===== config.mk =====
export PLATFORM = sky130hd
export DESIGN_NAME = numeric_literal_parser
export DESIGN_NICKNAME = d
export VERILOG_FILES = /design/src/nlp_pkg.sv /design/src/nlp_token_step.sv /design/src/nlp_finish.sv /design/src/numeric_literal_parser.sv
export VERILOG_INCLUDE_DIRS = /design/src /design/src/src
export SDC_FILE = /design/constraint.sdc
export NUM_CORES = 1
export LEC_CHECK = 0
export BUFFER_PORTS_ARGS = -buffer_cell sky130_fd_sc_hd__buf_2
export CORE_UTILIZATION = 45
export DETAILED_ROUTE_END_ITERATION = 8
export GPL_ROUTABILITY_DRIVEN = 0
export SETUP_SLACK_MARGIN = 0.2
export SLEW_MARGIN = 20
export SYNTH_ARGS = -nofsm -noshare
export SYNTH_HDL_FRONTEND = slang
export SYNTH_SLANG_ARGS = --single-unit

===== constraint.sdc =====
create_clock -name clk -period 6.89 [get_ports clk]
set_clock_uncertainty 0.1 [all_clocks]
set_input_delay 1.0335 -clock clk [delete_from_list [all_inputs] [get_ports clk]]
set_output_delay 1.0335 -clock clk [all_outputs]
set_load 0.005 [all_outputs]

===== src/numeric_literal_parser_defines.svh =====
// ---------------------------------------------------------------------------
// Numeric literal parser assertion macros
// Shared concurrent assertion wrappers clocked on clk.
// ---------------------------------------------------------------------------
`ifndef NUMERIC_LITERAL_PARSER_DEFINES_SVH
`define NUMERIC_LITERAL_PARSER_DEFINES_SVH

// Check a property while out of reset
`define NLP_ASSERT(lbl, prop, msg) \
  lbl: assert property (@(posedge clk) disable iff (!rst_n) prop) else $error(msg);

// Check a property at every edge, reset included
`define NLP_ASSERT_ALWAYS(lbl, prop, msg) \
  lbl: assert property (@(posedge clk) prop) else $error(msg);

`endif


===== src/nlp_pkg.sv =====
// ---------------------------------------------------------------------------
// Numeric literal parser package
// Character codes, keyword tracker states and the running token state.
// ---------------------------------------------------------------------------
`timescale 1ns / 1ps

package nlp_pkg;

  // Parse modes
  localparam logic MODE_VALUE = 1'b0;
  localparam logic MODE_TIME  = 1'b1;

  // Character codes (after folding to lower case)
  localparam logic [7:0] CH_ZERO   = 8'h30;
  localparam logic [7:0] CH_ONE    = 8'h31;
  localparam logic [7:0] CH_NINE   = 8'h39;
  localparam logic [7:0] CH_DOLLAR = 8'h24;
  localparam logic [7:0] CH_UP_A   = 8'h41;
  localparam logic [7:0] CH_UP_Z   = 8'h5A;
  localparam logic [7:0] CH_A      = 8'h61;
  localparam logic [7:0] CH_E      = 8'h65;
  localparam logic [7:0] CH_F      = 8'h66;
  localparam logic [7:0] CH_L      = 8'h6C;
  localparam logic [7:0] CH_R      = 8'h72;
  localparam logic [7:0] CH_S      = 8'h73;
  localparam logic [7:0] CH_T      = 8'h74;
  localparam logic [7:0] CH_U      = 8'h75;
  localparam logic [7:0] CH_X      = 8'h78;
  localparam logic [7:0] CASE_GAP  = 8'h20;

  // Digit code for a character that is no hex digit
  localparam logic [4:0] DIGIT_NONE = 5'd16;

  // Largest value a value-mode literal may take
  localparam logic [15:0] VALUE_LIMIT = 16'hFFFF;

  // Progress through "true" and "false"
  typedef enum logic [3:0] {
    KW_START = 4'd0,
    KW_T     = 4'd1,
    KW_TR    = 4'd2,
    KW_TRU   = 4'd3,
    KW_TRUE  = 4'd4,
    KW_F     = 4'd5,
    KW_FA    = 4'd6,
    KW_FAL   = 4'd7,
    KW_FALS  = 4'd8,
    KW_FALSE = 4'd9,
    KW_DEAD  = 4'd10
  } kw_state_t;

  // Running readings of one token (character count travels separately)
  typedef struct packed {
    logic [7:0]  first_char;
    logic [15:0] binary_acc;
    logic        binary_ok;
    logic [31:0] decimal_acc;
    logic        decimal_ok;
    logic        decimal_big;
    logic [15:0] hex_acc;
    logic        hex_ok;
    kw_state_t   kw;
  } tok_state_t;

  localparam tok_state_t TOK_CLEAR = '{
    first_char:  8'h00,
    binary_acc:  16'h0000,
    binary_ok:   1'b1,
    decimal_acc: 32'h0000_0000,
    decimal_ok:  1'b1,
    decimal_big: 1'b0,
    hex_acc:     16'h0000,
    hex_ok:      1'b1,
    kw:          KW_START
  };

endpackage


===== src/nlp_token_step.sv =====
// ---------------------------------------------------------------------------
// Numeric literal parser character step
// Folds one character and advances every running reading of the token.
// ---------------------------------------------------------------------------
`timescale 1ns / 1ps

module nlp_token_step
  import nlp_pkg::*;
#(
  parameter int BINARY_LEN = 16,
  parameter int CNT_W      = $clog2(BINARY_LEN + 2)
) (
  input  logic [7:0]       char_code,
  input  tok_state_t       tok_cur,
  input  logic [CNT_W-1:0] cnt_cur,
  output tok_state_t       tok_nxt,
  output logic [CNT_W-1:0] cnt_nxt
);

  localparam logic [CNT_W-1:0] CNT_MAX = CNT_W'(BINARY_LEN + 1);
  localparam logic [CNT_W-1:0] CNT_ONE = CNT_W'(1);

  logic [7:0]  ch;
  logic [4:0]  digit;
  logic        pos0;
  logic        pos1;
  logic [35:0] dec_prod;

  // Next keyword state for one folded character
  function automatic kw_state_t kw_next(kw_state_t st, logic [7:0] c);
    kw_state_t r;
    r = KW_DEAD;
    unique case (st)
      KW_START: begin
        if (c == CH_T) r = KW_T;
        else if (c == CH_F) r = KW_F;
      end
      KW_T:    if (c == CH_R) r = KW_TR;
      KW_TR:   if (c == CH_U) r = KW_TRU;
      KW_TRU:  if (c == CH_E) r = KW_TRUE;
      KW_F:    if (c == CH_A) r = KW_FA;
      KW_FA:   if (c == CH_L) r = KW_FAL;
      KW_FAL:  if (c == CH_S) r = KW_FALS;
      KW_FALS: if (c == CH_E) r = KW_FALSE;
      default: r = KW_DEAD;
    endcase
    return r;
  endfunction

  // Fold upper case letters and decode the digit value
  always_comb begin
    ch = ((char_code >= CH_UP_A) && (char_code <= CH_UP_Z)) ? char_code + CASE_GAP
                                                           : char_code;
    if ((ch >= CH_ZERO) && (ch <= CH_NINE)) digit = 5'(ch - CH_ZERO);
    else if ((ch >= CH_A) && (ch <= CH_F)) digit = 5'(ch - CH_A) + 5'd10;
    else digit = DIGIT_NONE;
  end

  assign pos0 = (cnt_cur == '0);
  assign pos1 = (cnt_cur == CNT_ONE);

  // Decimal product with headroom for the range check
  assign dec_prod = ({4'b0, tok_cur.decimal_acc} << 3) + ({4'b0, tok_cur.decimal_acc} << 1)
                  + {31'b0, digit};

  // Advance the readings
  always_comb begin
    tok_nxt = tok_cur;

    if (pos0) tok_nxt.first_char = ch;

    // Binary reading
    if (digit >= 5'd2) begin
      tok_nxt.binary_ok = 1'b0;
    end else begin
      if (tok_cur.binary_acc[15]) tok_nxt.binary_ok = 1'b0;
      tok_nxt.binary_acc = {tok_cur.binary_acc[14:0], digit[0]};
    end

    // Decimal reading, wraps at 32 bits
    if (digit >= 5'd10) begin
      tok_nxt.decimal_ok = 1'b0;
    end else begin
      if (dec_prod > {20'b0, VALUE_LIMIT}) tok_nxt.decimal_big = 1'b1;
      tok_nxt.decimal_acc = dec_prod[31:0];
    end

    // Hex reading after the prefix
    if (pos0) begin
      if ((ch != CH_DOLLAR) && (ch != CH_ZERO)) tok_nxt.hex_ok = 1'b0;
    end else if (pos1 && (tok_cur.first_char == CH_ZERO)) begin
      if (ch != CH_X) tok_nxt.hex_ok = 1'b0;
    end else if (digit >= DIGIT_NONE) begin
      tok_nxt.hex_ok = 1'b0;
    end else begin
      if (tok_cur.hex_acc[15:12] != 4'h0) tok_nxt.hex_ok = 1'b0;
      tok_nxt.hex_acc = {tok_cur.hex_acc[11:0], digit[3:0]};
    end

    tok_nxt.kw = kw_next(tok_cur.kw, ch);
  end

  // Count characters, saturating one past the binary length
  assign cnt_nxt = (cnt_cur < CNT_MAX) ? cnt_cur + CNT_ONE : cnt_cur;

endmodule


===== src/nlp_finish.sv =====
// ---------------------------------------------------------------------------
// Numeric literal parser token finish
// Picks the reading that applies to a complete token and flags errors.
// ---------------------------------------------------------------------------
`timescale 1ns / 1ps

module nlp_finish
  import nlp_pkg::*;
#(
  parameter int BINARY_LEN = 16,
  parameter int CNT_W      = $clog2(BINARY_LEN + 2)
) (
  input  logic             parse_mode,
  input  tok_state_t       tok,
  input  logic [CNT_W-1:0] len,
  output logic [31:0]      parsed_value,
  output logic             parse_error
);

  localparam logic [CNT_W-1:0] LEN_BIN = CNT_W'(BINARY_LEN);
  localparam logic [CNT_W-1:0] LEN_1   = CNT_W'(1);
  localparam logic [CNT_W-1:0] LEN_2   = CNT_W'(2);
  localparam logic [CNT_W-1:0] LEN_3   = CNT_W'(3);

  logic [31:0] val;
  logic        ok;

  // Select the reading in order of precedence
  always_comb begin
    if (parse_mode == MODE_TIME) begin
      val = tok.decimal_acc;
      ok  = tok.decimal_ok;
    end else begin
      priority if (len == LEN_BIN) begin
        val = {16'b0, tok.binary_acc};
        ok  = tok.binary_ok;
      end else if ((tok.kw == KW_T) || (tok.kw == KW_TRUE) ||
                   ((len == LEN_1) && (tok.first_char == CH_ONE))) begin
        val = 32'd1;
        ok  = 1'b1;
      end else if ((tok.kw == KW_F) || (tok.kw == KW_FALSE) ||
                   ((len == LEN_1) && (tok.first_char == CH_ZERO))) begin
        val = 32'd0;
        ok  = 1'b1;
      end else if (tok.first_char == CH_ZERO) begin
        val = {16'b0, tok.hex_acc};
        ok  = tok.hex_ok && (len >= LEN_3);
      end else if (tok.first_char == CH_DOLLAR) begin
        val = {16'b0, tok.hex_acc};
        ok  = tok.hex_ok && (len >= LEN_2);
      end else begin
        val = tok.decimal_acc;
        ok  = tok.decimal_ok && !tok.decimal_big;
      end
    end
  end

  // Zero the value on error
  assign parsed_value = ok ? val : 32'd0;
  assign parse_error  = !ok;

endmodule


===== src/numeric_literal_parser.sv =====
// Numeric literal parser: reads a text token one character per request and
// returns one result for each token.
// Input stream: in_tdata carries a character, in_tlast marks the last one of
// the token. Letters are folded to lower case before parsing.
// Result stream: out_tdata carries the parsed value, out_tuser the error flag.
// Configuration: cfg_data selects value mode (0) or time mode (1); cfg_ready
// is always high and the mode is used when the token ends.
// Throughput: one character per cycle, back to back, while no token end waits
// on a stalled result; set by the single registered pass through the character
// step logic. Result path: the last character of a token passes the input
// register, then the result register, before its result shows on out_tvalid.
// Stall: while out_tready is low the result holds; characters that do not end
// a token keep flowing, and a token end waits in the input register.
// Reset: clears the pipeline, the token state and the mode (value mode).
// ---------------------------------------------------------------------------
// Numeric literal parser top level
// Input register, token state, finish logic and result register.
// ---------------------------------------------------------------------------
`timescale 1ns / 1ps

`include "numeric_literal_parser_defines.svh"

module numeric_literal_parser
  import nlp_pkg::*;
#(
  parameter int BINARY_LEN = 16
) (
  input  logic        clk,
  input  logic        rst_n,
  // in_tdata: [7:0] char_code
  input  logic        in_tvalid,
  output logic        in_tready,
  input  logic [7:0]  in_tdata,
  input  logic        in_tlast,
  // out_tdata: [31:0] parsed_value
  output logic        out_tvalid,
  input  logic        out_tready,
  output logic [31:0] out_tdata,
  // out_tuser: [0] parse_error
  output logic        out_tuser,
  input  logic        cfg_valid,
  output logic        cfg_ready,
  input  logic [0:0]  cfg_data
);

  localparam int CNT_W = $clog2(BINARY_LEN + 2);
  localparam logic [CNT_W-1:0] CNT_MAX = CNT_W'(BINARY_LEN + 1);

  logic             mode_r;
  logic             s1_valid_r;
  logic [7:0]       s1_char_r;
  logic             s1_last_r;
  tok_state_t       tok_r;
  logic [CNT_W-1:0] cnt_r;
  tok_state_t       tok_nxt;
  logic [CNT_W-1:0] cnt_nxt;
  logic             out_valid_r;
  logic [31:0]      out_value_r;
  logic             out_err_r;
  logic [31:0]      fin_value;
  logic             fin_error;
  logic             s1_adv;
  logic             s1_emit;

  // Move the held character on unless it ends a token and the result is stuck
  assign s1_adv    = s1_valid_r && (!s1_last_r || !out_valid_r || out_tready);
  assign s1_emit   = s1_adv && s1_last_r;
  assign in_tready = !s1_valid_r || s1_adv;
  assign cfg_ready = 1'b1;

  // Hold the parse mode
  always_ff @(posedge clk) begin
    if (!rst_n) begin
      mode_r <= MODE_VALUE;
    end else if (cfg_valid && cfg_ready) begin
      mode_r <= cfg_data[0];
    end
  end

  // Input register
  always_ff @(posedge clk) begin
    if (!rst_n) begin
      s1_valid_r <= 1'b0;
    end else if (in_tready) begin
      s1_valid_r <= in_tvalid;
    end
  end

  always_ff @(posedge clk) begin
    if (in_tvalid && in_tready) begin
      s1_char_r <= in_tdata;
      s1_last_r <= in_tlast;
    end
  end

  nlp_token_step #(
    .BINARY_LEN (BINARY_LEN),
    .CNT_W      (CNT_W)
  ) u_step (
    .char_code (s1_char_r),
    .tok_cur   (tok_r),
    .cnt_cur   (cnt_r),
    .tok_nxt   (tok_nxt),
    .cnt_nxt   (cnt_nxt)
  );

  nlp_finish #(
    .BINARY_LEN (BINARY_LEN),
    .CNT_W      (CNT_W)
  ) u_finish (
    .parse_mode   (mode_r),
    .tok          (tok_nxt),
    .len          (cnt_nxt),
    .parsed_value (fin_value),
    .parse_error  (fin_error)
  );

  // Advance the token state, clear it at a token end
  always_ff @(posedge clk) begin
    if (!rst_n) begin
      tok_r <= TOK_CLEAR;
      cnt_r <= '0;
    end else if (s1_emit) begin
      tok_r <= TOK_CLEAR;
      cnt_r <= '0;
    end else if (s1_adv) begin
      tok_r <= tok_nxt;
      cnt_r <= cnt_nxt;
    end
  end

  // Result register
  always_ff @(posedge clk) begin
    if (!rst_n) begin
      out_valid_r <= 1'b0;
    end else if (s1_emit) begin
      out_valid_r <= 1'b1;
    end else if (out_tready) begin
      out_valid_r <= 1'b0;
    end
  end

  always_ff @(posedge clk) begin
    if (s1_emit) begin
      out_value_r <= fin_value;
      out_err_r   <= fin_error;
    end
  end

  assign out_tvalid = out_valid_r;
  assign out_tdata  = out_value_r;
  assign out_tuser  = out_err_r;

  // Checks
  `NLP_ASSERT(a_emit_gives_result, s1_emit |=> out_tvalid, "token end gave no result")
  `NLP_ASSERT(a_error_zero_value, (out_tvalid && out_tuser) |-> (out_tdata == 32'd0), "error result carries a value")
  `NLP_ASSERT(a_count_saturates, cnt_r <= CNT_MAX, "character count past saturation")
  `NLP_ASSERT_ALWAYS(a_reset_empties, !rst_n |=> (!out_tvalid && !s1_valid_r && (cnt_r == '0)), "pipeline not empty after reset")

endmodule


==> results of run 1 <==
## flip-flops by register name, summed over array words and instances, names as in the netlist
register	count
out_tdata	32
cnt_r	5
s1_char_r	8
mode_r	1
s1_valid_r	1
out_tuser	1
s1_last_r	1
tok_r	80
out_tvalid	1
## kinds of logic (layout without fill, tap and decap cells)
kind of cell               after synthesis  count (layout)  share of synthesized area [%]
adders and majority gates               75              75                           10.3
and+or+nand+nor                        414             414                           20.7
buffers and inverters                   86             121                           3.80
AOI/OAI and AO/OA                      322             322                           23.3
muxes                                   61              61                           6.83
other                                    1               1                         0.0402
xor gates and xnor gates                27              27                           2.54
DFF                                    130             130                           32.4
## tightest hold or removal path, stage by stage, from the launching register on
cell and delay (ns):
sky130_fd_sc_hd__dfxtp_1 0.31, sky130_fd_sc_hd__o31ai_1 0.06, sky130_fd_sc_hd__nand2_1 0.05
## per-layer routing
metal,GRT usage (%),share of wire [%],vias to the layer above
li1,-,-,4166
met2,36.6,43,281
met4,8.26,2.3,0
met3,4.67,5.7,41
met1,35.8,49,3965
met5,0,0,-
## placed cells by master, fill, tap and decap left out, types with 5 or more instances in the layout
cell                        count
sky130_fd_sc_hd__a21o_1        13
sky130_fd_sc_hd__edfxtp_1      42
sky130_fd_sc_hd__or3_1          6
sky130_fd_sc_hd__o31ai_1        5
sky130_fd_sc_hd__nand4_1       10
sky130_fd_sc_hd__o21bai_1       5
sky130_fd_sc_hd__o22ai_1       13
sky130_fd_sc_hd__nor3_1        30
sky130_fd_sc_hd__o211ai_1       6
sky130_fd_sc_hd__nor2b_1       13
sky130_fd_sc_hd__dfxtp_1       88
sky130_fd_sc_hd__a31oi_1        5
sky130_fd_sc_hd__a211oi_1      28
sky130_fd_sc_hd__buf_4         18
sky130_fd_sc_hd__nor4_1         9
sky130_fd_sc_hd__and3_1        10
sky130_fd_sc_hd__inv_1         19
sky130_fd_sc_hd__xnor2_1       19
sky130_fd_sc_hd__and4_1         5
sky130_fd_sc_hd__mux2i_1       40
sky130_fd_sc_hd__buf_2         49
sky130_fd_sc_hd__nand2_1      161
sky130_fd_sc_hd__nand3_1       21
sky130_fd_sc_hd__nor2_1       107
sky130_fd_sc_hd__nand2b_1       8
sky130_fd_sc_hd__xor2_1         8
sky130_fd_sc_hd__ha_1          72
sky130_fd_sc_hd__o21a_1         9
sky130_fd_sc_hd__o21ai_0       36
sky130_fd_sc_hd__clkbuf_16     18
sky130_fd_sc_hd__a21oi_1      123
sky130_fd_sc_hd__mux2_2        21
## cell type report
class | instances | area (um^2) | share of cell area (%)
Multi-Input combinational cell | 900 | 5990 | 57.5
Sequential cell | 130 | 3020 | 29.0
Clock buffer | 20 | 478 | 4.59
Timing Repair Buffer | 67 | 380 | 3.66
Tap cell | 270 | 338 | 3.25
Clock inverter | 12 | 116 | 1.12
Inverter | 22 | 82.6 | 0.794
## cell usage after synthesis (6+ instances only)
cell type	instances	share of area (%)
sky130_fd_sc_hd__buf_2	13	0.70
sky130_fd_sc_hd__nor4_1	9	0.60
sky130_fd_sc_hd__ha_1	72	9.7
sky130_fd_sc_hd__nor2b_1	13	0.87
sky130_fd_sc_hd__and3_1	11	0.74
sky130_fd_sc_hd__nand2b_1	9	0.60
sky130_fd_sc_hd__mux2_2	21	2.5
sky130_fd_sc_hd__or3_1	6	0.40
sky130_fd_sc_hd__mux2i_1	40	4.3
sky130_fd_sc_hd__o22ai_1	13	0.87
sky130_fd_sc_hd__xor2_1	8	0.75
sky130_fd_sc_hd__nand4_1	10	0.67
sky130_fd_sc_hd__o211ai_1	6	0.48
sky130_fd_sc_hd__clkbuf_1	45	1.8
sky130_fd_sc_hd__inv_1	21	0.85
sky130_fd_sc_hd__o21ai_0	36	1.9
sky130_fd_sc_hd__a211oi_1	28	2.3
sky130_fd_sc_hd__a21o_1	13	1.0
sky130_fd_sc_hd__a31oi_1	6	0.40
sky130_fd_sc_hd__nor3_1	30	1.6
sky130_fd_sc_hd__nor2_1	107	4.3
sky130_fd_sc_hd__xnor2_1	19	1.8
sky130_fd_sc_hd__nand3_1	21	1.1
sky130_fd_sc_hd__nand2_1	161	6.5
sky130_fd_sc_hd__dfxtp_1	88	19
sky130_fd_sc_hd__o21a_1	9	0.73
sky130_fd_sc_hd__edfxtp_1	42	14
sky130_fd_sc_hd__a21oi_1	124	6.7
## timing repair
action	in CTS	in global routing
setup endpoints to repair	0	33
gates resized for setup	0	8
endpoints found under the hold margin	0	0
setup buffers	0	8
## per-stage QoR
step           worst slack [ns]  std cells  util (%)
2_1_floorplan              1.04       1116         -
3_3_place_gp              0.554       1381      48.0
3_5_place_dp              0.386       1381      48.0
4_1_cts                   0.343       1413      51.0
5_1_grt                   0.194       1421      51.4
6_report                  0.637       1421      51.4
## path summary, 6_finish.rpt
path	from	to	slack, ns	cells after the start
worst min-delay path	tok_r[4]	tok_r[4]	0.35	2
worst max-delay path	s1_char_r[0]	out_tdata[0]	0.64	19
worst min register to register	tok_r[4]	tok_r[4]	0.35	2
worst max register to register	s1_char_r[0]	out_tdata[0]	0.64	19
## power by group
part / switching (uW) / internal (uW)
sequential: 23.3 / 810
clock: 370 / 543
combinational: 149 / 85.8
total: 542 / 1440
==> flow_results.xml, run 1 <==
<?xml version="1.0" encoding="UTF-8"?>
<metrics>
  <group name="run_status">
    <metric name="run_status" unit="">complete, no violations</metric>
  </group>
  <group name="timing">
    <metric name="number_of_hold_slack_violations_in_the_final_timing_report" unit="">0</metric>
    <metric name="final-max-slew-violation-count" unit="">0</metric>
    <metric name="period_share" unit="%">90.7</metric>
    <metric name="period_minus_slack" unit="ns">6.25</metric>
    <metric name="worst_hold_slack_across_all_endpoints" unit="ns">0.354</metric>
    <metric name="grt_setup_unrepaired" unit="">false</metric>
    <metric name="tns" unit="ns">0</metric>
    <metric name="slew_worst_pin" unit="ns">1.05</metric>
    <metric name="setup_viol" unit="">0</metric>
    <metric name="max_freq" unit="MHz">160</metric>
    <metric name="relSlewSlack" unit="%">29.9</metric>
  </group>
  <group name="floorplan">
    <metric name="coreArea" unit="um^2">20200</metric>
    <metric name="floorplan.die.height" unit="um">146</metric>
    <metric name="io_pins" unit="">51</metric>
    <metric name="initial_core_util" unit="%">46.0</metric>
    <metric name="design.die.area" unit="um^2">21300</metric>
    <metric name="rows" unit="">52</metric>
    <metric name="die_w" unit="um">146</metric>
  </group>
  <group name="pwr">
    <metric name="vdd_ir_drop_max" unit="uV">181</metric>
    <metric name="power.density" unit="nW/um^2">190</metric>
    <metric name="fin_total_pwr" unit="uW">1980</metric>
    <metric name="p_leak" unit="uW">0.00401</metric>
  </group>
  <group name="finish">
    <metric name="fill_cells" unit="">1946</metric>
    <metric name="post-route-cell-area" unit="um^2">10400</metric>
    <metric name="finalNetCount" unit="">1228</metric>
    <metric name="layout-drive-gt1-share" unit="%">13.9</metric>
    <metric name="area_growth_syn_to_layout" unit="%">11.7</metric>
    <metric name="num_antenna_cells" unit="">0</metric>
  </group>
  <group name="logic_synthesis">
    <metric name="synth_edf_count" unit="">42</metric>
    <metric name="syn-num-nets" unit="">1206</metric>
    <metric name="synth_sequential_area_ratio" unit="%">32.4</metric>
    <metric name="yosysUniqueCellTypes" unit="">95</metric>
    <metric name="yosys_most_used_dff" unit="">sky130_fd_sc_hd__dfxtp_1</metric>
    <metric name="post_synth.cell_area_avg" unit="um^2">8.35</metric>
    <metric name="synthesis.instances" unit="">1116</metric>
    <metric name="synthArstFlopShare" unit="%">0</metric>
    <metric name="yosys_register_bits" unit="">130</metric>
    <metric name="ys.warnings.count" unit="">0</metric>
    <metric name="synth.cell_area" unit="um^2">9320</metric>
  </group>
  <group name="drt">
    <metric name="remaining_drc_errors" unit="">0</metric>
    <metric name="count_of_vias_placed_by_the_detailed_router" unit="">8453</metric>
    <metric name="drt_iter0_drc" unit="">715</metric>
    <metric name="viasPerCell" unit="">5.95</metric>
    <metric name="final_antenna_net_count" unit="">0</metric>
    <metric name="detailedRoute.firstPassIterationCount" unit="">6</metric>
    <metric name="wirelength_routed" unit="mm">26.0</metric>
    <metric name="route.detailed.wl_per_inst" unit="um">18.3</metric>
  </group>
  <group name="flow_run">
    <metric name="maxCapViolCount" unit="">0</metric>
  </group>
  <group name="worst_setup_path">
    <metric name="crit_required" unit="ns">6.98</metric>
    <metric name="start_kind" unit="">flop</metric>
    <metric name="cpLargestDelayFamily" unit="">compound AO/OA/AOI/OAI gates</metric>
    <metric name="worst_path_slowest_cell" unit="">sky130_fd_sc_hd__or4b_1</metric>
    <metric name="ordered_list_of_cells_on_the_worst_path" unit="">ha_1 &gt; or4b_1 &gt; or2_0 &gt; o2111a_1 &gt; o21ai_4 &gt; o21ai_0 &gt; a21oi_1 &gt; fa_1 &gt; fa_1 &gt; a21o_1 &gt; a31o_2 &gt; a21oi_1 &gt; a211oi_1 &gt; or3_1 &gt; a2111oi_2 &gt; and4b_1 &gt; and4_1 &gt; a31oi_4 &gt; a2111oi_1</metric>
    <metric name="end_kind" unit="">flop</metric>
    <metric name="worst-path-buf-inv" unit="">0</metric>
    <metric name="critical_path_arrival" unit="ns">6.34</metric>
    <metric name="max_stage_delay" unit="ns">0.49</metric>
    <metric name="worstPathMaxFanout" unit="">9</metric>
    <metric name="crit_type" unit="">reg2reg</metric>
  </group>
  <group name="hold_path">
    <metric name="timing.hold.worst.class" unit="">reg2reg</metric>
  </group>
  <group name="clock_tree">
    <metric name="cts_htree_levels" unit="">4</metric>
    <metric name="clk_transition_reported_paths" unit="ns">0.06</metric>
    <metric name="tritoncts" unit="">built</metric>
    <metric name="cts_max_path_bufs" unit="">2</metric>
    <metric name="cts_hold_buffers" unit="">0</metric>
    <metric name="insertion_delay" unit="ns">0.43</metric>
    <metric name="tritoncts_num_sinks" unit="">130</metric>
    <metric name="clock_tree.root_cell" unit="">sky130_fd_sc_hd__clkbuf_16</metric>
    <metric name="numCtsBuffers" unit="">17</metric>
  </group>
  <group name="global_route">
    <metric name="grt_max_degree" unit="">49</metric>
    <metric name="first_global_vias" unit="">7799</metric>
    <metric name="track_usage" unit="%">24.7</metric>
    <metric name="grt_overflow_total" unit="">0</metric>
    <metric name="grt_first_pass_wirelength" unit="mm">42.0</metric>
    <metric name="initial_antenna_violation_count" unit="">0</metric>
  </group>
  <group name="placed_design">
    <metric name="portBuffers" unit="">49</metric>
    <metric name="placed_area" unit="um^2">9720</metric>
    <metric name="hpwlAfterDp" unit="mm">18.7</metric>
  </group>
</metrics>
No activity file was read; power rests on OpenSTA's default activity.
==> inputs of run 2 (changes only) <==
--- a/config.mk
+++ b/config.mk
@@ -7,9 +7,10 @@
 export NUM_CORES = 1
 export LEC_CHECK = 0
 export BUFFER_PORTS_ARGS = -buffer_cell sky130_fd_sc_hd__buf_2
-export CORE_UTILIZATION = 45
+export CORE_UTILIZATION = 24
 export DETAILED_ROUTE_END_ITERATION = 8
 export GPL_ROUTABILITY_DRIVEN = 0
+export REMOVE_ABC_BUFFERS = 1
 export SETUP_SLACK_MARGIN = 0.2
 export SLEW_MARGIN = 20
 export SYNTH_ARGS = -nofsm -noshare
==> run 2 against run 1 <==
Against the previous run:
- critical path depth rose by 3
- hold slack improved by 0.0095 ns
- combinational power rose by 3%
- fmax fell by 1.8%
- routed wire length rose by 4.4%
- largest cell class unchanged
==> flow_results.xml, run 2 (same netlist as run 1, synthesis figures left out) <==
<?xml version="1.0" encoding="UTF-8"?>
<metrics>
  <group name="worst_setup_path">
    <metric name="max_stage_delay" unit="ns">0.50</metric>
    <metric name="cpLargestDelayFamily" unit="">compound AO/OA/AOI/OAI gates</metric>
    <metric name="path_common_cell" unit="">sky130_fd_sc_hd__a21o_1</metric>
    <metric name="worst-path-buf-inv" unit="">1</metric>
    <metric name="end_kind" unit="">flop</metric>
    <metric name="rr_worst_depth" unit="">22</metric>
    <metric name="worstPathMaxFanout" unit="">7</metric>
    <metric name="ordered_list_of_cells_on_the_worst_path" unit="">ha_2 &gt; or4b_1 &gt; a21o_1 &gt; o2111ai_4 &gt; a21o_1 &gt; nor2_1 &gt; o21ai_0 &gt; o21ai_1 &gt; ha_1 &gt; ha_1 &gt; fa_1 &gt; a21o_1 &gt; a31o_2 &gt; a21oi_2 &gt; a211oi_1 &gt; or3_1 &gt; a2111oi_2 &gt; and4b_1 &gt; and4_4 &gt; a31oi_4 &gt; buf_8 &gt; nor3_1</metric>
    <metric name="start_kind" unit="">flop</metric>
    <metric name="critical_path_arrival" unit="ns">6.52</metric>
    <metric name="crit_required" unit="ns">7.04</metric>
    <metric name="timing.critical_path.depth" unit="">22</metric>
    <metric name="worst_path_slowest_cell" unit="">sky130_fd_sc_hd__edfxtp_1</metric>
    <metric name="crit_type" unit="">reg2reg</metric>
  </group>
  <group name="global_route">
    <metric name="grt_first_pass_wirelength" unit="mm">43.1</metric>
    <metric name="grt_max_degree" unit="">50</metric>
    <metric name="first_global_vias" unit="">7936</metric>
    <metric name="initial_antenna_violation_count" unit="">0</metric>
    <metric name="track_usage" unit="%">13.7</metric>
    <metric name="grt_overflow_total" unit="">0</metric>
  </group>
  <group name="clock_tree">
    <metric name="cts_hold_buffers" unit="">0</metric>
    <metric name="tritoncts_num_sinks" unit="">130</metric>
    <metric name="cts_max_path_bufs" unit="">2</metric>
    <metric name="clk_transition_reported_paths" unit="ns">0.06</metric>
    <metric name="clock_tree.root_cell" unit="">sky130_fd_sc_hd__clkbuf_16</metric>
    <metric name="cts_htree_levels" unit="">4</metric>
    <metric name="numCtsBuffers" unit="">17</metric>
    <metric name="insertion_delay" unit="ns">0.43</metric>
    <metric name="tritoncts" unit="">built</metric>
  </group>
  <group name="flow_run">
    <metric name="maxCapViolCount" unit="">0</metric>
  </group>
  <group name="drt">
    <metric name="remaining_drc_errors" unit="">0</metric>
    <metric name="final_antenna_net_count" unit="">0</metric>
    <metric name="route.detailed.wl_per_inst" unit="um">16.3</metric>
    <metric name="detailedRoute.firstPassIterationCount" unit="">5</metric>
    <metric name="drt_iter0_drc" unit="">702</metric>
    <metric name="count_of_vias_placed_by_the_detailed_router" unit="">8541</metric>
    <metric name="wirelength_routed" unit="mm">27.1</metric>
    <metric name="viasPerCell" unit="">5.15</metric>
  </group>
  <group name="timing">
    <metric name="tns" unit="ns">0</metric>
    <metric name="period_minus_slack" unit="ns">6.37</metric>
    <metric name="relSlewSlack" unit="%">29.2</metric>
    <metric name="period_share" unit="%">92.5</metric>
    <metric name="slew_worst_pin" unit="ns">1.06</metric>
    <metric name="max_freq" unit="MHz">157</metric>
    <metric name="setup_viol" unit="">0</metric>
    <metric name="grt_setup_unrepaired" unit="">false</metric>
    <metric name="final-max-slew-violation-count" unit="">0</metric>
    <metric name="number_of_hold_slack_violations_in_the_final_timing_report" unit="">0</metric>
  </group>
  <group name="floorplan">
    <metric name="coreArea" unit="um^2">37900</metric>
    <metric name="io_pins" unit="">51</metric>
    <metric name="design.die.area" unit="um^2">39600</metric>
    <metric name="initial_core_util" unit="%">24.6</metric>
    <metric name="die_w" unit="um">199</metric>
    <metric name="floorplan.die.height" unit="um">199</metric>
    <metric name="rows" unit="">71</metric>
  </group>
  <group name="pwr">
    <metric name="fin_total_pwr" unit="uW">2010</metric>
    <metric name="p_leak" unit="uW">0.00400</metric>
    <metric name="vdd_ir_drop_max" unit="uV">135</metric>
    <metric name="power.density" unit="nW/um^2">187</metric>
  </group>
  <group name="placed_design">
    <metric name="portBuffers" unit="">49</metric>
    <metric name="hpwlAfterDp" unit="mm">19.4</metric>
  </group>
  <group name="finish">
    <metric name="finalNetCount" unit="">1226</metric>
    <metric name="layout-drive-gt1-share" unit="%">13.9</metric>
    <metric name="num_antenna_cells" unit="">0</metric>
    <metric name="area_growth_syn_to_layout" unit="%">14.9</metric>
    <metric name="largest_register_ff_count" unit="">80</metric>
    <metric name="most_common_library_cell_in_the_layout_ignoring_fill_and_taps" unit="">sky130_fd_sc_hd__nand2_1</metric>
    <metric name="most-common-layout-cells" unit="">161 x sky130_fd_sc_hd__nand2_1, 122 x sky130_fd_sc_hd__a21oi_1, 107 x sky130_fd_sc_hd__nor2_1, 88 x sky130_fd_sc_hd__dfxtp_1, 71 x sky130_fd_sc_hd__ha_1</metric>
    <metric name="registers.top_by_ff_count" unit="">tok_r</metric>
  </group>
  <group name="hold_path">
    <metric name="whs_path_depth" unit="">1</metric>
    <metric name="timing.hold.worst.class" unit="">reg2reg</metric>
  </group>
  <group name="run_status">
    <metric name="run_status" unit="">complete, no violations</metric>
  </group>
</metrics>
-- run 2: final cells by class --
type / instances / area [um^2]
flip-flops and latches: 130 / 3020
inverters: 22 / 82.6
clock inverters: 15 / 169
repair buffers: 64 / 383
clock buffers: 17 / 425
multi-input cells: 901 / 5990
fillers: 4025 / 27200
well taps: 511 / 639
-- run 2: power breakdown --
part,switching (uW),total [uW],internal (uW)
combinational,153,241,88.5
clock,390,933,543
sequential,23.6,833,810
-- run 2: metal layers --
| metal | track usage (%) | vias to the layer above | wire, um |
|---|---|---|---|
| li1 | - | 4170 | - |
| met4 | 3.30 | 0 | 529 |
| met5 | 0 | - | 0 |
| met3 | 2.61 | 34 | 1640 |
| met1 | 18.7 | 4054 | 12800 |
| met2 | 22.0 | 283 | 12200 |
-- run 2: final timing paths --
path                                 endpoint  slack (ns)    startpoint
worst max-delay path            out_tdata[24]        0.52  s1_char_r[0]
worst min-delay path                tok_r[21]        0.36     tok_r[21]
worst max register to register  out_tdata[24]        0.52  s1_char_r[0]
worst min register to register      tok_r[21]        0.36     tok_r[21]
-- run 2: stage by stage --
stage	hold WS (ns)	cells	instance area [um^2]	util (%)	setup WS, ns
global route	0.380	1660	10700	28.2	0.188
floorplan	0.331	1052	9050	-	0.819
global placement	0.341	1621	10000	26.4	0.540
detailed placement	0.354	1621	10000	26.4	0.279
finish	0.364	1660	10700	28.2	0.520
CTS	0.363	1653	10600	27.9	0.253
-- run 2: what timing repair did --
item,CTS,global route
endpoints found under the setup margin,0,33
setup buffers,0,5
resized for setup,0,14
==> inputs of run 3 (changes only) <==
--- a/config.mk
+++ b/config.mk
@@ -15,4 +15,5 @@
 export SLEW_MARGIN = 20
 export SYNTH_ARGS = -nofsm -noshare
 export SYNTH_HDL_FRONTEND = slang
+export SYNTH_HIERARCHICAL = 1
 export SYNTH_SLANG_ARGS = --single-unit
==> run 3 against run 2 <==
Against the previous run:
- sequential power fell by 2.9%
- register-to-register slack worse by 0.15 ns
- core utilization is 0.80 points higher
- total power shrank 7.5%
- global-route usage is 1.5 points lower
- sequential cell count did not move
- fmax decreased by 2.2%
- setup slack lost 0.15 ns
- critical path depth up 3
- area after synthesis fell by 1.6%
- first-iteration DRC count down 23%
- routed wire length decreased by 13%
==> flow_results.xml, run 3 <==
<?xml version="1.0" encoding="UTF-8"?>
<metrics>
  <group name="finish">
    <metric name="most_common_library_cell_in_the_layout_ignoring_fill_and_taps" unit="">sky130_fd_sc_hd__dfxtp_1</metric>
    <metric name="fill_cells" unit="">3871</metric>
    <metric name="registers.top_by_ff_count" unit="">tok_r</metric>
    <metric name="area_growth_syn_to_layout" unit="%">19.0</metric>
    <metric name="largest_register_ff_count" unit="">80</metric>
    <metric name="layout-drive-gt1-share" unit="%">25.3</metric>
    <metric name="most-common-layout-cells" unit="">88 x sky130_fd_sc_hd__dfxtp_1, 82 x sky130_fd_sc_hd__a22o_1, 73 x sky130_fd_sc_hd__nand2_1, 68 x sky130_fd_sc_hd__ha_1, 49 x sky130_fd_sc_hd__buf_2</metric>
    <metric name="post-route-cell-area" unit="um^2">10900</metric>
    <metric name="multi_input_area" unit="um^2">5930</metric>
    <metric name="final_core_utilization" unit="%">29.0</metric>
    <metric name="num_antenna_cells" unit="">0</metric>
    <metric name="finalNetCount" unit="">1082</metric>
    <metric name="register_area" unit="um^2">3020</metric>
  </group>
  <group name="global_route">
    <metric name="grt_first_pass_wirelength" unit="mm">38.3</metric>
    <metric name="grt_overflow_total" unit="">0</metric>
    <metric name="track_usage" unit="%">12.2</metric>
    <metric name="initial_antenna_violation_count" unit="">0</metric>
    <metric name="grt_max_degree" unit="">83</metric>
    <metric name="first_global_vias" unit="">7351</metric>
  </group>
  <group name="drt">
    <metric name="viasPerCell" unit="">4.94</metric>
    <metric name="remaining_drc_errors" unit="">0</metric>
    <metric name="count_of_vias_placed_by_the_detailed_router" unit="">7499</metric>
    <metric name="wirelength_routed" unit="mm">23.7</metric>
    <metric name="route.detailed.wl_per_inst" unit="um">15.6</metric>
    <metric name="drt_iter0_drc" unit="">539</metric>
    <metric name="detailedRoute.firstPassIterationCount" unit="">6</metric>
    <metric name="final_antenna_net_count" unit="">0</metric>
  </group>
  <group name="clock_tree">
    <metric name="cts_htree_levels" unit="">4</metric>
    <metric name="tritoncts" unit="">built</metric>
    <metric name="clk_transition_reported_paths" unit="ns">0.07</metric>
    <metric name="clock_tree.root_cell" unit="">sky130_fd_sc_hd__clkbuf_16</metric>
    <metric name="numCtsBuffers" unit="">17</metric>
    <metric name="tritoncts_num_sinks" unit="">130</metric>
    <metric name="insertion_delay" unit="ns">0.43</metric>
    <metric name="cts_max_path_bufs" unit="">2</metric>
  </group>
  <group name="logic_synthesis">
    <metric name="yosys.cell_count.top_type" unit="">sky130_fd_sc_hd__dfxtp_1</metric>
    <metric name="synth_edf_count" unit="">42</metric>
    <metric name="synth.cell_area" unit="um^2">9170</metric>
    <metric name="synthesis.instances" unit="">929</metric>
    <metric name="yosys_register_bits" unit="">130</metric>
    <metric name="yosysUniqueCellTypes" unit="">87</metric>
    <metric name="post_synth_most_frequent_cells" unit="">88 x sky130_fd_sc_hd__dfxtp_1, 83 x sky130_fd_sc_hd__a22o_1, 75 x sky130_fd_sc_hd__nand2_1</metric>
    <metric name="post_synth.cell_area_avg" unit="um^2">9.87</metric>
    <metric name="synthArstFlopShare" unit="%">0</metric>
    <metric name="ys.warnings.count" unit="">6</metric>
    <metric name="synthDominantCellAreaShare" unit="%">19.2</metric>
    <metric name="post-synth-top-area-cell" unit="">sky130_fd_sc_hd__dfxtp_1</metric>
    <metric name="synth_sequential_area_ratio" unit="%">33.0</metric>
    <metric name="netlist_top_cells_area" unit="">sky130_fd_sc_hd__dfxtp_1 19%, sky130_fd_sc_hd__edfxtp_1 14%, sky130_fd_sc_hd__ha_1 9.7%, sky130_fd_sc_hd__a22o_1 7.9%, sky130_fd_sc_hd__mux2_4 4.4%</metric>
    <metric name="yosys_most_used_dff" unit="">sky130_fd_sc_hd__dfxtp_1</metric>
  </group>
  <group name="floorplan">
    <metric name="coreArea" unit="um^2">37600</metric>
    <metric name="io_pins" unit="">51</metric>
    <metric name="floorplan.die.height" unit="um">197</metric>
    <metric name="rows" unit="">71</metric>
    <metric name="design.die.area" unit="um^2">39000</metric>
    <metric name="initial_core_util" unit="%">24.4</metric>
    <metric name="die_w" unit="um">197</metric>
  </group>
  <group name="hold_path">
    <metric name="timing.hold.worst.class" unit="">reg2reg</metric>
    <metric name="whs_path_depth" unit="">1</metric>
  </group>
  <group name="worst_setup_path">
    <metric name="rr_worst_depth" unit="">25</metric>
    <metric name="reg2reg_slack" unit="ns">0.37</metric>
    <metric name="end_kind" unit="">flop</metric>
    <metric name="start_kind" unit="">flop</metric>
    <metric name="crit_required" unit="ns">7.04</metric>
    <metric name="r2r-start" unit="">s1_char_r[3]</metric>
    <metric name="worst_path_slowest_cell" unit="">sky130_fd_sc_hd__or4b_4</metric>
    <metric name="capturing_instance_or_port_of_the_critical_path" unit="">out_tdata[0]</metric>
    <metric name="critical_path_arrival" unit="ns">6.66</metric>
    <metric name="worst-path-buf-inv" unit="">1</metric>
    <metric name="worstPathMaxFanout" unit="">5</metric>
    <metric name="max_stage_delay" unit="ns">0.58</metric>
    <metric name="worst_r2r_endpoint" unit="">out_tdata[0]</metric>
    <metric name="path_common_cell" unit="">sky130_fd_sc_hd__or4b_4</metric>
    <metric name="timing.critical_path.from" unit="">s1_char_r[3]</metric>
    <metric name="crit_type" unit="">reg2reg</metric>
    <metric name="timing.critical_path.depth" unit="">25</metric>
    <metric name="cpLargestDelayFamily" unit="">simple AND/OR/NAND/NOR gates</metric>
  </group>
  <group name="timing">
    <metric name="final-max-slew-violation-count" unit="">0</metric>
    <metric name="period_minus_slack" unit="ns">6.52</metric>
    <metric name="setup_ws" unit="ns">0.374</metric>
    <metric name="relSlewSlack" unit="%">27.0</metric>
    <metric name="grt_setup_unrepaired" unit="">false</metric>
    <metric name="max_freq" unit="MHz">153</metric>
    <metric name="setup_viol" unit="">0</metric>
    <metric name="period_share" unit="%">94.6</metric>
    <metric name="number_of_hold_slack_violations_in_the_final_timing_report" unit="">0</metric>
    <metric name="slew_worst_pin" unit="ns">1.09</metric>
  </group>
  <group name="placed_design">
    <metric name="place_ws" unit="ns">-0.192</metric>
    <metric name="placed_area" unit="um^2">10100</metric>
    <metric name="hpwlAfterDp" unit="mm">16.6</metric>
    <metric name="portBuffers" unit="">49</metric>
  </group>
  <group name="flow_run">
    <metric name="maxCapViolCount" unit="">0</metric>
  </group>
  <group name="pwr">
    <metric name="p_leak" unit="uW">0.00456</metric>
    <metric name="power.density" unit="nW/um^2">170</metric>
    <metric name="vdd_ir_drop_max" unit="uV">132</metric>
  </group>
  <group name="run_status">
    <metric name="run_status" unit="">complete, no violations</metric>
  </group>
</metrics>
run 3: cell count changes after synthesis, moves of 25 or more:
cell                       delta
sky130_fd_sc_hd__nand2_1     -86
sky130_fd_sc_hd__a21oi_1     -82
sky130_fd_sc_hd__a22o_1      +82
sky130_fd_sc_hd__nor2_1      -78
sky130_fd_sc_hd__mux2i_1     -34
sky130_fd_sc_hd__mux2_4      +27
sky130_fd_sc_hd__clkbuf_1    -25
sky130_fd_sc_hd__nor2b_1     +25
run 3: worst reg2reg max path: stages (launching register included):
cell and delay [ns]:
sky130_fd_sc_hd__edfxtp_1 0.39, sky130_fd_sc_hd__or2_4 0.26, sky130_fd_sc_hd__or4b_4 0.58, sky130_fd_sc_hd__a211oi_4 0.30, sky130_fd_sc_hd__nand2b_4 0.07, sky130_fd_sc_hd__or2_2 0.30, sky130_fd_sc_hd__o21ai_1 0.12, sky130_fd_sc_hd__nand2_1 0.09
sky130_fd_sc_hd__o21ai_2 0.11, sky130_fd_sc_hd__ha_1 0.27, sky130_fd_sc_hd__ha_2 0.20, sky130_fd_sc_hd__fa_2 0.35, sky130_fd_sc_hd__a211oi_2 0.22, sky130_fd_sc_hd__o211ai_1 0.18, sky130_fd_sc_hd__a221oi_2 0.32, sky130_fd_sc_hd__buf_4 0.17
sky130_fd_sc_hd__xnor2_1 0.09, sky130_fd_sc_hd__nor4bb_2 0.29, sky130_fd_sc_hd__or4b_4 0.51, sky130_fd_sc_hd__nor4_4 0.26, sky130_fd_sc_hd__a41oi_2 0.17, sky130_fd_sc_hd__nor2b_1 0.20, sky130_fd_sc_hd__o31ai_1 0.10, sky130_fd_sc_hd__o2bb2ai_1 0.14
sky130_fd_sc_hd__a22o_4 0.25, sky130_fd_sc_hd__a2111oi_4 0.30
run 3: kinds of logic after synthesis:
logic type	synth area share, %
adders and majority gates	10.3
AOI/OAI and AO/OA	24.2
xor gates and xnor gates	2.87
and+or+nand+nor	15.7
other	0.0409
DFF	33.0
buffers and inverters	4.50
muxes	9.38
run 3: how the worst min path moves through the flow:
stage,startpoint,endpoint,slack (ns)
3_5_place_dp,tok_r[55],tok_r[55],0.35
2_1_floorplan,tok_r[22],tok_r[22],0.33
3_3_place_gp,tok_r[22],tok_r[22],0.34
6_report,tok_r[22],tok_r[22],0.36
5_1_grt,tok_r[55],tok_r[55],0.38
4_1_cts,tok_r[55],tok_r[55],0.37
run 3: repair_timing:
action                                  in CTS  in global routing
setup buffers                                0                  7
cloned                                       0                  0
resized for setup                           11                 32
endpoints found under the setup margin      33                 33
hold buffers                                 0                  0
pin swaps                                    1                 20
run 3: metal layers:
layer | GRT usage [%] | vias up | routed length, um
li1 | - | 3697 | -
met1 | 16.3 | 3602 | 11200
met2 | 19.8 | 162 | 11200
met3 | 2.13 | 38 | 823
met4 | 4.05 | 0 | 487
met5 | 0 | - | 0
run 3: area by class of cell:
cell class / count / area share, %
sequential: 130 / 27.7
multi-input combinational: 726 / 54.4
clock buffer: 17 / 3.90
timing repair buffer: 98 / 6.00
clock inverter: 15 / 1.48
inverter: 20 / 0.688
tap: 511 / 5.86
run 3: per-stage QoR:
stage	power (uW)	setup TNS (ns)	hold slack, ns	std cells
CTS	1870	0	0.365	1509
detailed placement	955	-4.07	0.349	1477
finish	1860	0	0.361	1517
global placement	954	-0.00275	0.340	1477
floorplan	902	-0.0911	0.328	876
global route	1920	0	0.379	1517
run 3: power breakdown:
part / internal (uW) / total [uW] / switching, uW / leakage (uW)
registers: 800 / 809 / 9.17 / 0.00113
clock network: 485 / 910 / 425 / 0.000281
logic: 49.4 / 137 / 87.8 / 0.00315
